[src/design/pli_sqrt.sv]
// Pipelined integer square root of a 64-bit radicand, one result bit per stage.
// Carries an opaque sideband word alongside. Depends on nothing.
module pli_sqrt #(
	parameter int unsigned SIDE_W = 1
) (
	input  logic              clk,
	input  logic              arst_n,
	input  logic              en,
	input  logic              in_vld,
	input  logic [63:0]       rad,
	input  logic [SIDE_W-1:0] side_in,
	output logic              out_vld,
	output logic [31:0]       root,
	output logic [SIDE_W-1:0] side_out
);
	localparam int unsigned STAGES = 32;

	logic              vld  [STAGES+1];
	logic [33:0]       rem  [STAGES+1];
	logic [31:0]       rt   [STAGES+1];
	logic [63:0]       rest [STAGES+1];
	logic [SIDE_W-1:0] sd   [STAGES+1];

	assign vld[0]  = in_vld;
	assign rem[0]  = '0;
	assign rt[0]   = '0;
	assign rest[0] = rad;
	assign sd[0]   = side_in;

	for (genvar k = 0; k < STAGES; k++) begin : g_stage
		logic [35:0] t;
		logic [35:0] trial;
		logic        ge;
		logic [35:0] r;

		// bring in two radicand bits and try the next root bit
		always_comb begin
			t     = {rem[k], rest[k][63:62]};
			trial = {2'b00, rt[k], 2'b01};
			ge    = (t >= trial);
			r     = ge ? (t - trial) : t;
		end

		always_ff @(posedge clk or negedge arst_n) begin
			if (!arst_n) begin
				vld[k+1] <= 1'b0;
			end else if (en) begin
				vld[k+1] <= vld[k];
			end
		end

		always_ff @(posedge clk) begin
			if (en) begin
				rem[k+1]  <= r[33:0];
				rt[k+1]   <= {rt[k][30:0], ge};
				rest[k+1] <= {rest[k][61:0], 2'b00};
				sd[k+1]   <= sd[k];
			end
		end
	end

	assign out_vld  = vld[STAGES];
	assign root     = rt[STAGES];
	assign side_out = sd[STAGES];

endmodule

[config.mk]
export PLATFORM = sky130hd
export DESIGN_NAME = pli_sqrt
export DESIGN_NICKNAME = d
export VERILOG_FILES = /design/src/design/pli_sqrt.sv
export SDC_FILE = /design/constraint.sdc
export NUM_CORES = 2
export LEC_CHECK = 0
export CORE_ASPECT_RATIO = 1.2
export CORE_MARGIN = 4
export CORE_UTILIZATION = 66
export CTS_BUF_LIST = sky130_fd_sc_hd__clkbuf_8
export DETAILED_ROUTE_END_ITERATION = 16
export DONT_BUFFER_PORTS = 1
export PLACE_DENSITY = 0.87
export SYNTH_ARGS = -nofsm -noshare
export SYNTH_HDL_FRONTEND = slang
export SYNTH_SLANG_ARGS = --single-unit
[constraint.sdc]
create_clock -name clk -period 4.6 [get_ports clk]
set_clock_uncertainty 0.2 [all_clocks]
set_input_delay 0.69 -clock clk [delete_from_list [all_inputs] [get_ports clk]]
set_output_delay 0.69 -clock clk [all_outputs]
set_load 0.005 [all_outputs]
# After elaboration in Yosys (flattened, before gate mapping)
# Index checks and enable logic that the tools add are counted.
dict set report word_totals {
  regBits 2607
  latch_bits 0
  mem_bits_rw 0
  rom_bits 0
  in_bits 69
  output_inout_bits 34
  wordCells 253
  memories 0
}
dict set report classes {
  add_sub_neg 31
  multipliers 0
  div_mod_pow 0
  order_cmp 32
  eq_ne 0
  n_shift 0
  muxes 31
  bitwise_logic 0
  reduce_logical 0
}
# op count
set ops {}
lappend ops {{34-bit 2-to-1 mux} 30}
lappend ops {{36-bit by 10-bit >= comparator with 1-bit output} 1}
lappend ops {{36-bit by 11-bit >= comparator with 1-bit output} 1}
lappend ops {{36-bit by 12-bit >= comparator with 1-bit output} 1}
lappend ops {{36-bit by 13-bit >= comparator with 1-bit output} 1}
lappend ops {{36-bit by 14-bit >= comparator with 1-bit output} 1}
lappend ops {{36-bit by 15-bit >= comparator with 1-bit output} 1}
lappend ops {{36-bit by 16-bit >= comparator with 1-bit output} 1}
lappend ops {{36-bit by 17-bit >= comparator with 1-bit output} 1}
lappend ops {{36-bit by 18-bit >= comparator with 1-bit output} 1}
lappend ops {{36-bit by 19-bit >= comparator with 1-bit output} 1}
lappend ops {{36-bit by 20-bit >= comparator with 1-bit output} 1}
lappend ops {{36-bit by 21-bit >= comparator with 1-bit output} 1}
lappend ops {{36-bit by 22-bit >= comparator with 1-bit output} 1}
lappend ops {{36-bit by 23-bit >= comparator with 1-bit output} 1}
lappend ops {{36-bit by 24-bit >= comparator with 1-bit output} 1}
lappend ops {{36-bit by 25-bit >= comparator with 1-bit output} 1}
lappend ops {{36-bit by 26-bit >= comparator with 1-bit output} 1}
lappend ops {{36-bit by 27-bit >= comparator with 1-bit output} 1}
lappend ops {{36-bit by 28-bit >= comparator with 1-bit output} 1}
lappend ops {{36-bit by 29-bit >= comparator with 1-bit output} 1}
lappend ops {{36-bit by 3-bit >= comparator with 1-bit output} 1}
lappend ops {{36-bit by 30-bit >= comparator with 1-bit output} 1}
lappend ops {{36-bit by 31-bit >= comparator with 1-bit output} 1}
lappend ops {{41 further kinds} 41}

# Depth between registers and ports, before layout
dict set report logic_depth {
  word_depth 2
  ltp_mapped 14
  ltp_nobuf 12
}

# Worst setup path after synthesis
# No wires, ideal clock.
dict set report synth_timing {
  path_type {flip-flop to flip-flop}
  startpoint {reg rem (netlist bit g_stage[7].t[9])}
  endpoint {reg rem (netlist bit g_stage[8].t[30]), data pin}
  setup_ps 262
  arrival_ps 3312
  t_required_ps 4138
  path_slack_ps 825
  path_stages_with_launch 13
  period_less_slack_ps 3775
  cell_sequence {edfxtp_1 -> or3_1 -> buf_2 -> or4b_1 -> buf_2 -> or3_4 -> or2_1 -> buf_2 -> nor4_2 -> or3_4 -> or4b_4 -> nor3_2 -> xor2_1}
}
dict set report synth_between {
  elab_chain_cells 2
  elab_cells_between_ends 3
}
# element line
set synth_rtl {}
lappend synth_rtl {{start: declaration} 19} ;# logic [33:0] rem [STAGES+1];
lappend synth_rtl {{start signal: indexed assignment} 54} ;# rem[k+1] <= r[33:0];
lappend synth_rtl {{34-bit by 9-bit subtractor with 34-bit output or 36-bit by 9-bit >= comparator with 1-bit output (tied branches)} {41, 40}}
lappend synth_rtl {{34-bit 2-to-1 mux (*)} 41} ;# r = ge ? (t - trial) : t;
lappend synth_rtl {{net g_stage[7].r[28]} 34} ;# logic [35:0] r;
# The timed path passes the listed nets; every way through them passes the cells marked *.
# A chain may end at the register's enable or synchronous reset.

# Worst setup path in the final report
dict set report layout_timing {
  startpoint {reg rem (netlist bit g_stage[11].t[14])}
  endpoint {reg rem (netlist bit g_stage[12].t[31]), data pin}
}
dict set report layout_between {
  elab_chain_cells 2
  elab_cells_between_ends 3
}
# element line
set layout_rtl {}
lappend layout_rtl {{34-bit by 13-bit subtractor with 34-bit output or 36-bit by 13-bit >= comparator with 1-bit output (tied branches)} {41, 40}}
lappend layout_rtl {{34-bit 2-to-1 mux (*)} 41}
lappend layout_rtl {{net g_stage[11].r[29]} 34}
# Marks and branches as above.

==> impl_metrics.env <==
export IMPL_outcome="finished, final reports clean"
export IMPL_intPower_w=0.0449
export IMPL_syn_area_sq_um=120000
export IMPL_r2r_setup_slack_ns=0.24
export IMPL_wl_microns=251000
export IMPL_wl_met1_microns=93800
export IMPL_end_kind="flip-flop"
export IMPL_synth_async_reset_ratio_pct=1.24
export IMPL_slew_viol_final=0
export IMPL_initial_core_util_pct=66.4
export IMPL_num_rows=171
export IMPL_setup_viol=0
export IMPL_avgSynthCellArea_sq_um=12.9
export IMPL_r2r_start="g_stage[11].t[14]$_DFFE_PP_"
export IMPL_switchingPower_w=0.0186
export IMPL_synth_top_cell_by_area="edfxtp_1"
export IMPL_synth_edf_count=2555
export IMPL_cts_tree="built"
export IMPL_viasPerCell=6.00
export IMPL_ys_flop_type="edfxtp_1"
export IMPL_dieArea_sq_um=189000
export IMPL_rsz0062_at_grt="false"
export IMPL_rr_worst_depth=10
export IMPL_vias=74540
export IMPL_hold_class="in2reg"
export IMPL_utilization_pct=73.1
export IMPL_r2r_end="g_stage[12].t[31]$_DFFE_PP_"
export IMPL_holdWs_ns=0.159
export IMPL_antenna_left=0
export IMPL_syn_inst=9277
export IMPL_io_pins=103
export IMPL_min_to="g_stage[1].trial[2]$_DFFE_PP_"
export IMPL_numCtsBuffers=395
export IMPL_drt_iter0_drc=6343
export IMPL_totalPowerFinal_w=0.0634
export IMPL_place_hpwl_microns=174000
export IMPL_port_buffers=0
export IMPL_final_nets=10333
export IMPL_die_y_microns=475
export IMPL_tightest_slew_ns=1.47
export IMPL_peakVddDrop_mv=0.416
export IMPL_clkPwrFrac_pct=28.5
export IMPL_met3_length_microns=12600
export IMPL_clkSinkCount=2587
export IMPL_ys_warnings_count=0
export IMPL_ys_types=88
export IMPL_hold_depth=2
export IMPL_power_density_nw_per_um2=480
export IMPL_htree_levels=5
export IMPL_synth_net_count=9908
export IMPL_cts_root_buf="clkbuf_8"
export IMPL_hold_violations=0
export IMPL_worstHoldStart="rad[62]"
export IMPL_combPwrFrac_pct=21.2
export IMPL_p_leak_nw=51.0
export IMPL_dr_wl_met2_microns=129000
export IMPL_place_gp_congestion=0.952
export IMPL_fmax_mhz=229
export IMPL_clk_latency_ns=1.10
export IMPL_critPathKind="reg2reg"
export IMPL_preCtsSetupSlack_ns=-0.0697
export IMPL_seqPwrFrac_pct=50.3
export IMPL_relSlewSlack_pct=2.05
export IMPL_maxCapViolCount=0
export IMPL_worst_slack_ns=0.243
export IMPL_grt_pass1_vias=74632
export IMPL_grt_remaining_overflow=0
export IMPL_synth_top_cells_by_count="edfxtp_1 (2555), inv_1 (721), nand2_1 (645), a21oi_1 (569), ha_1 (562)"
export IMPL_grt_util_all_layers_pct=26.4
export IMPL_drt_pass1_iter_count=8
export IMPL_cp_startpoint="g_stage[11].t[14]$_DFFE_PP_"
export IMPL_syn_to_final_growth_pct=10.2
export IMPL_switching_share_pct=29.3
export IMPL_core_area_sq_um=181000
export IMPL_ys_seq_area_share_pct=64.6
export IMPL_layout_drive_gt1_share_pct=7.55
export IMPL_worstSetupStartpointType="flip-flop"
export IMPL_grt_max_degree=284
export IMPL_yosysMostFrequentCell="edfxtp_1"
export IMPL_crit_fanout=5
export IMPL_drc=0
export IMPL_wire_per_inst_microns=20.2
export IMPL_die_x_microns=397
export IMPL_antenna_found_initial=2
export IMPL_clkSlewWorstSetupHoldPaths_ns=0.06
export IMPL_period_share_pct=94.7
export IMPL_post_cts_buffers=0
export IMPL_cts_path_max_buffers=4
export IMPL_grt_pass1_wl_microns=394000
export IMPL_worstPathRequired_ns=5.22
export IMPL_topRoutingLayerUsed="met4"
export IMPL_cp_arrival_ns=4.98
export IMPL_synthDominantCellAreaShare_pct=64.0
export IMPL_synthTopCellsByArea="edfxtp_1 (64%), ha_1 (5.9%), xnor2_1 (3.2%)"
export IMPL_finalCriticalPeriod_ns=4.36
export IMPL_ys_ff_latch=2587
registers in the layout, indices dropped and copies added, names as in the netlist:
name           cells
vld               31
g_stage.t       1065
root              32
g_stage.trial    496
rest             930
out_vld            1
sd                31
side_out           1
critical path: stages (launching register included):
cell      delay [ns]
edfxtp_1        0.45
or4_1           0.64
nor4_1          0.83
nand3_1         0.23
a31oi_1         0.32
nor3b_2         0.09
or2_2           0.33
nor3_1          0.23
buf_4           0.18
or3b_2          0.48
xnor2_1         0.14
routing by layer:
layer | track usage [%] | vias to the layer above
li1 | - | 35269
met1 | 30.5 | 35894
met2 | 46.8 | 2636
met3 | 3.97 | 741
met4 | 15.8 | 0
met5 | 0 | -
metrics by stage:
| step | area (sq um) | std cells | TNS [ns] |
|---|---|---|---|
| detailed placement | 123000 | 11587 | -9.93 |
| CTS | 132000 | 12420 | 0 |
| finish | 132000 | 12426 | 0 |
| global placement | 123000 | 11587 | 0 |
| global route | 132000 | 12425 | 0 |
| floorplan | 120000 | 9277 | 0 |
worst max-delay path by stage:
stage / cells after the start / end / slack, ns
global route: 10 / g_stage[13].t[27]$_DFFE_PP_ / 0.05
detailed placement: 4 / g_stage[27].t[1]$_DFFE_PP_ / -0.07
CTS: 6 / rest[445]$_DFFE_PP_ / 0.04
floorplan: 12 / g_stage[8].t[30]$_DFFE_PP_ / 0.83
finish: 10 / g_stage[12].t[31]$_DFFE_PP_ / 0.24
global placement: 4 / g_stage[27].t[1]$_DFFE_PP_ / 0.04
placed cells by master (no fill, tap or decap), drive strengths merged, types with 26 or more instances in the layout:
master	count
a21boi	26
ha	562
nand3	166
buf	85
nor4	133
or3	92
mux2	88
nand2	645
nor2	525
a21oi	569
o21bai	43
and2	29
xnor2	433
o21ai	509
a31oi	49
nand4	98
o31ai	64
and3	58
nor3	232
clkinv	152
a21o	246
dlygate4sd3	134
inv	829
clkbuf	405
xor2	401
or2	47
or4	65
a211oi	51
o211ai	45
nor2b	82
edfxtp	2555
nand2b	106
o21a	114
dfrtp	32
final cells by class:
| class | count | area (sq um) |
|---|---|---|
| diodes | 3 | 7.51 |
| clock buffers | 403 | 5550 |
| inverters | 723 | 2710 |
| multi-input cells | 5774 | 39100 |
| well taps | 2422 | 3030 |
| clock inverters | 293 | 1860 |
| repair buffers | 221 | 2370 |
| flip-flops and latches | 2587 | 77500 |
| fillers | 11420 | 48600 |
kinds of logic (layout without fill, tap and decap cells):
family	after synthesis	after routing	share of synthesized area, %
and+or+nand+nor	2390	2390	9.91
AOI/OAI and AO/OA	1890	1890	9.74
DFF	2587	2587	64.6
xor gates and xnor gates	834	834	6.09
muxes	97	97	0.901
other	1	4	0.00313
buffers and inverters	916	1640	2.88
adders and majority gates	562	562	5.86
power by group through the flow:
stage	Sequential [W]	Combinational [W]	Clock, W
finish	0.0319	0.0134	0.0181
global route	0.0321	0.0148	0.0198
CTS	0.0319	0.0133	0.0185
detailed placement	0.0323	0.0130	0
global placement	0.0322	0.0127	0
floorplan	0.0313	0.00967	0
timing repair:
| item | CTS | global route |
|---|---|---|
| gates resized for setup | 0 | 0 |
| hold endpoints to repair | 397 | 0 |
| endpoints found under the setup margin | 0 | 183 |
| hold buffers | 137 | 0 |
No activity file was read; power rests on OpenSTA's default activity.
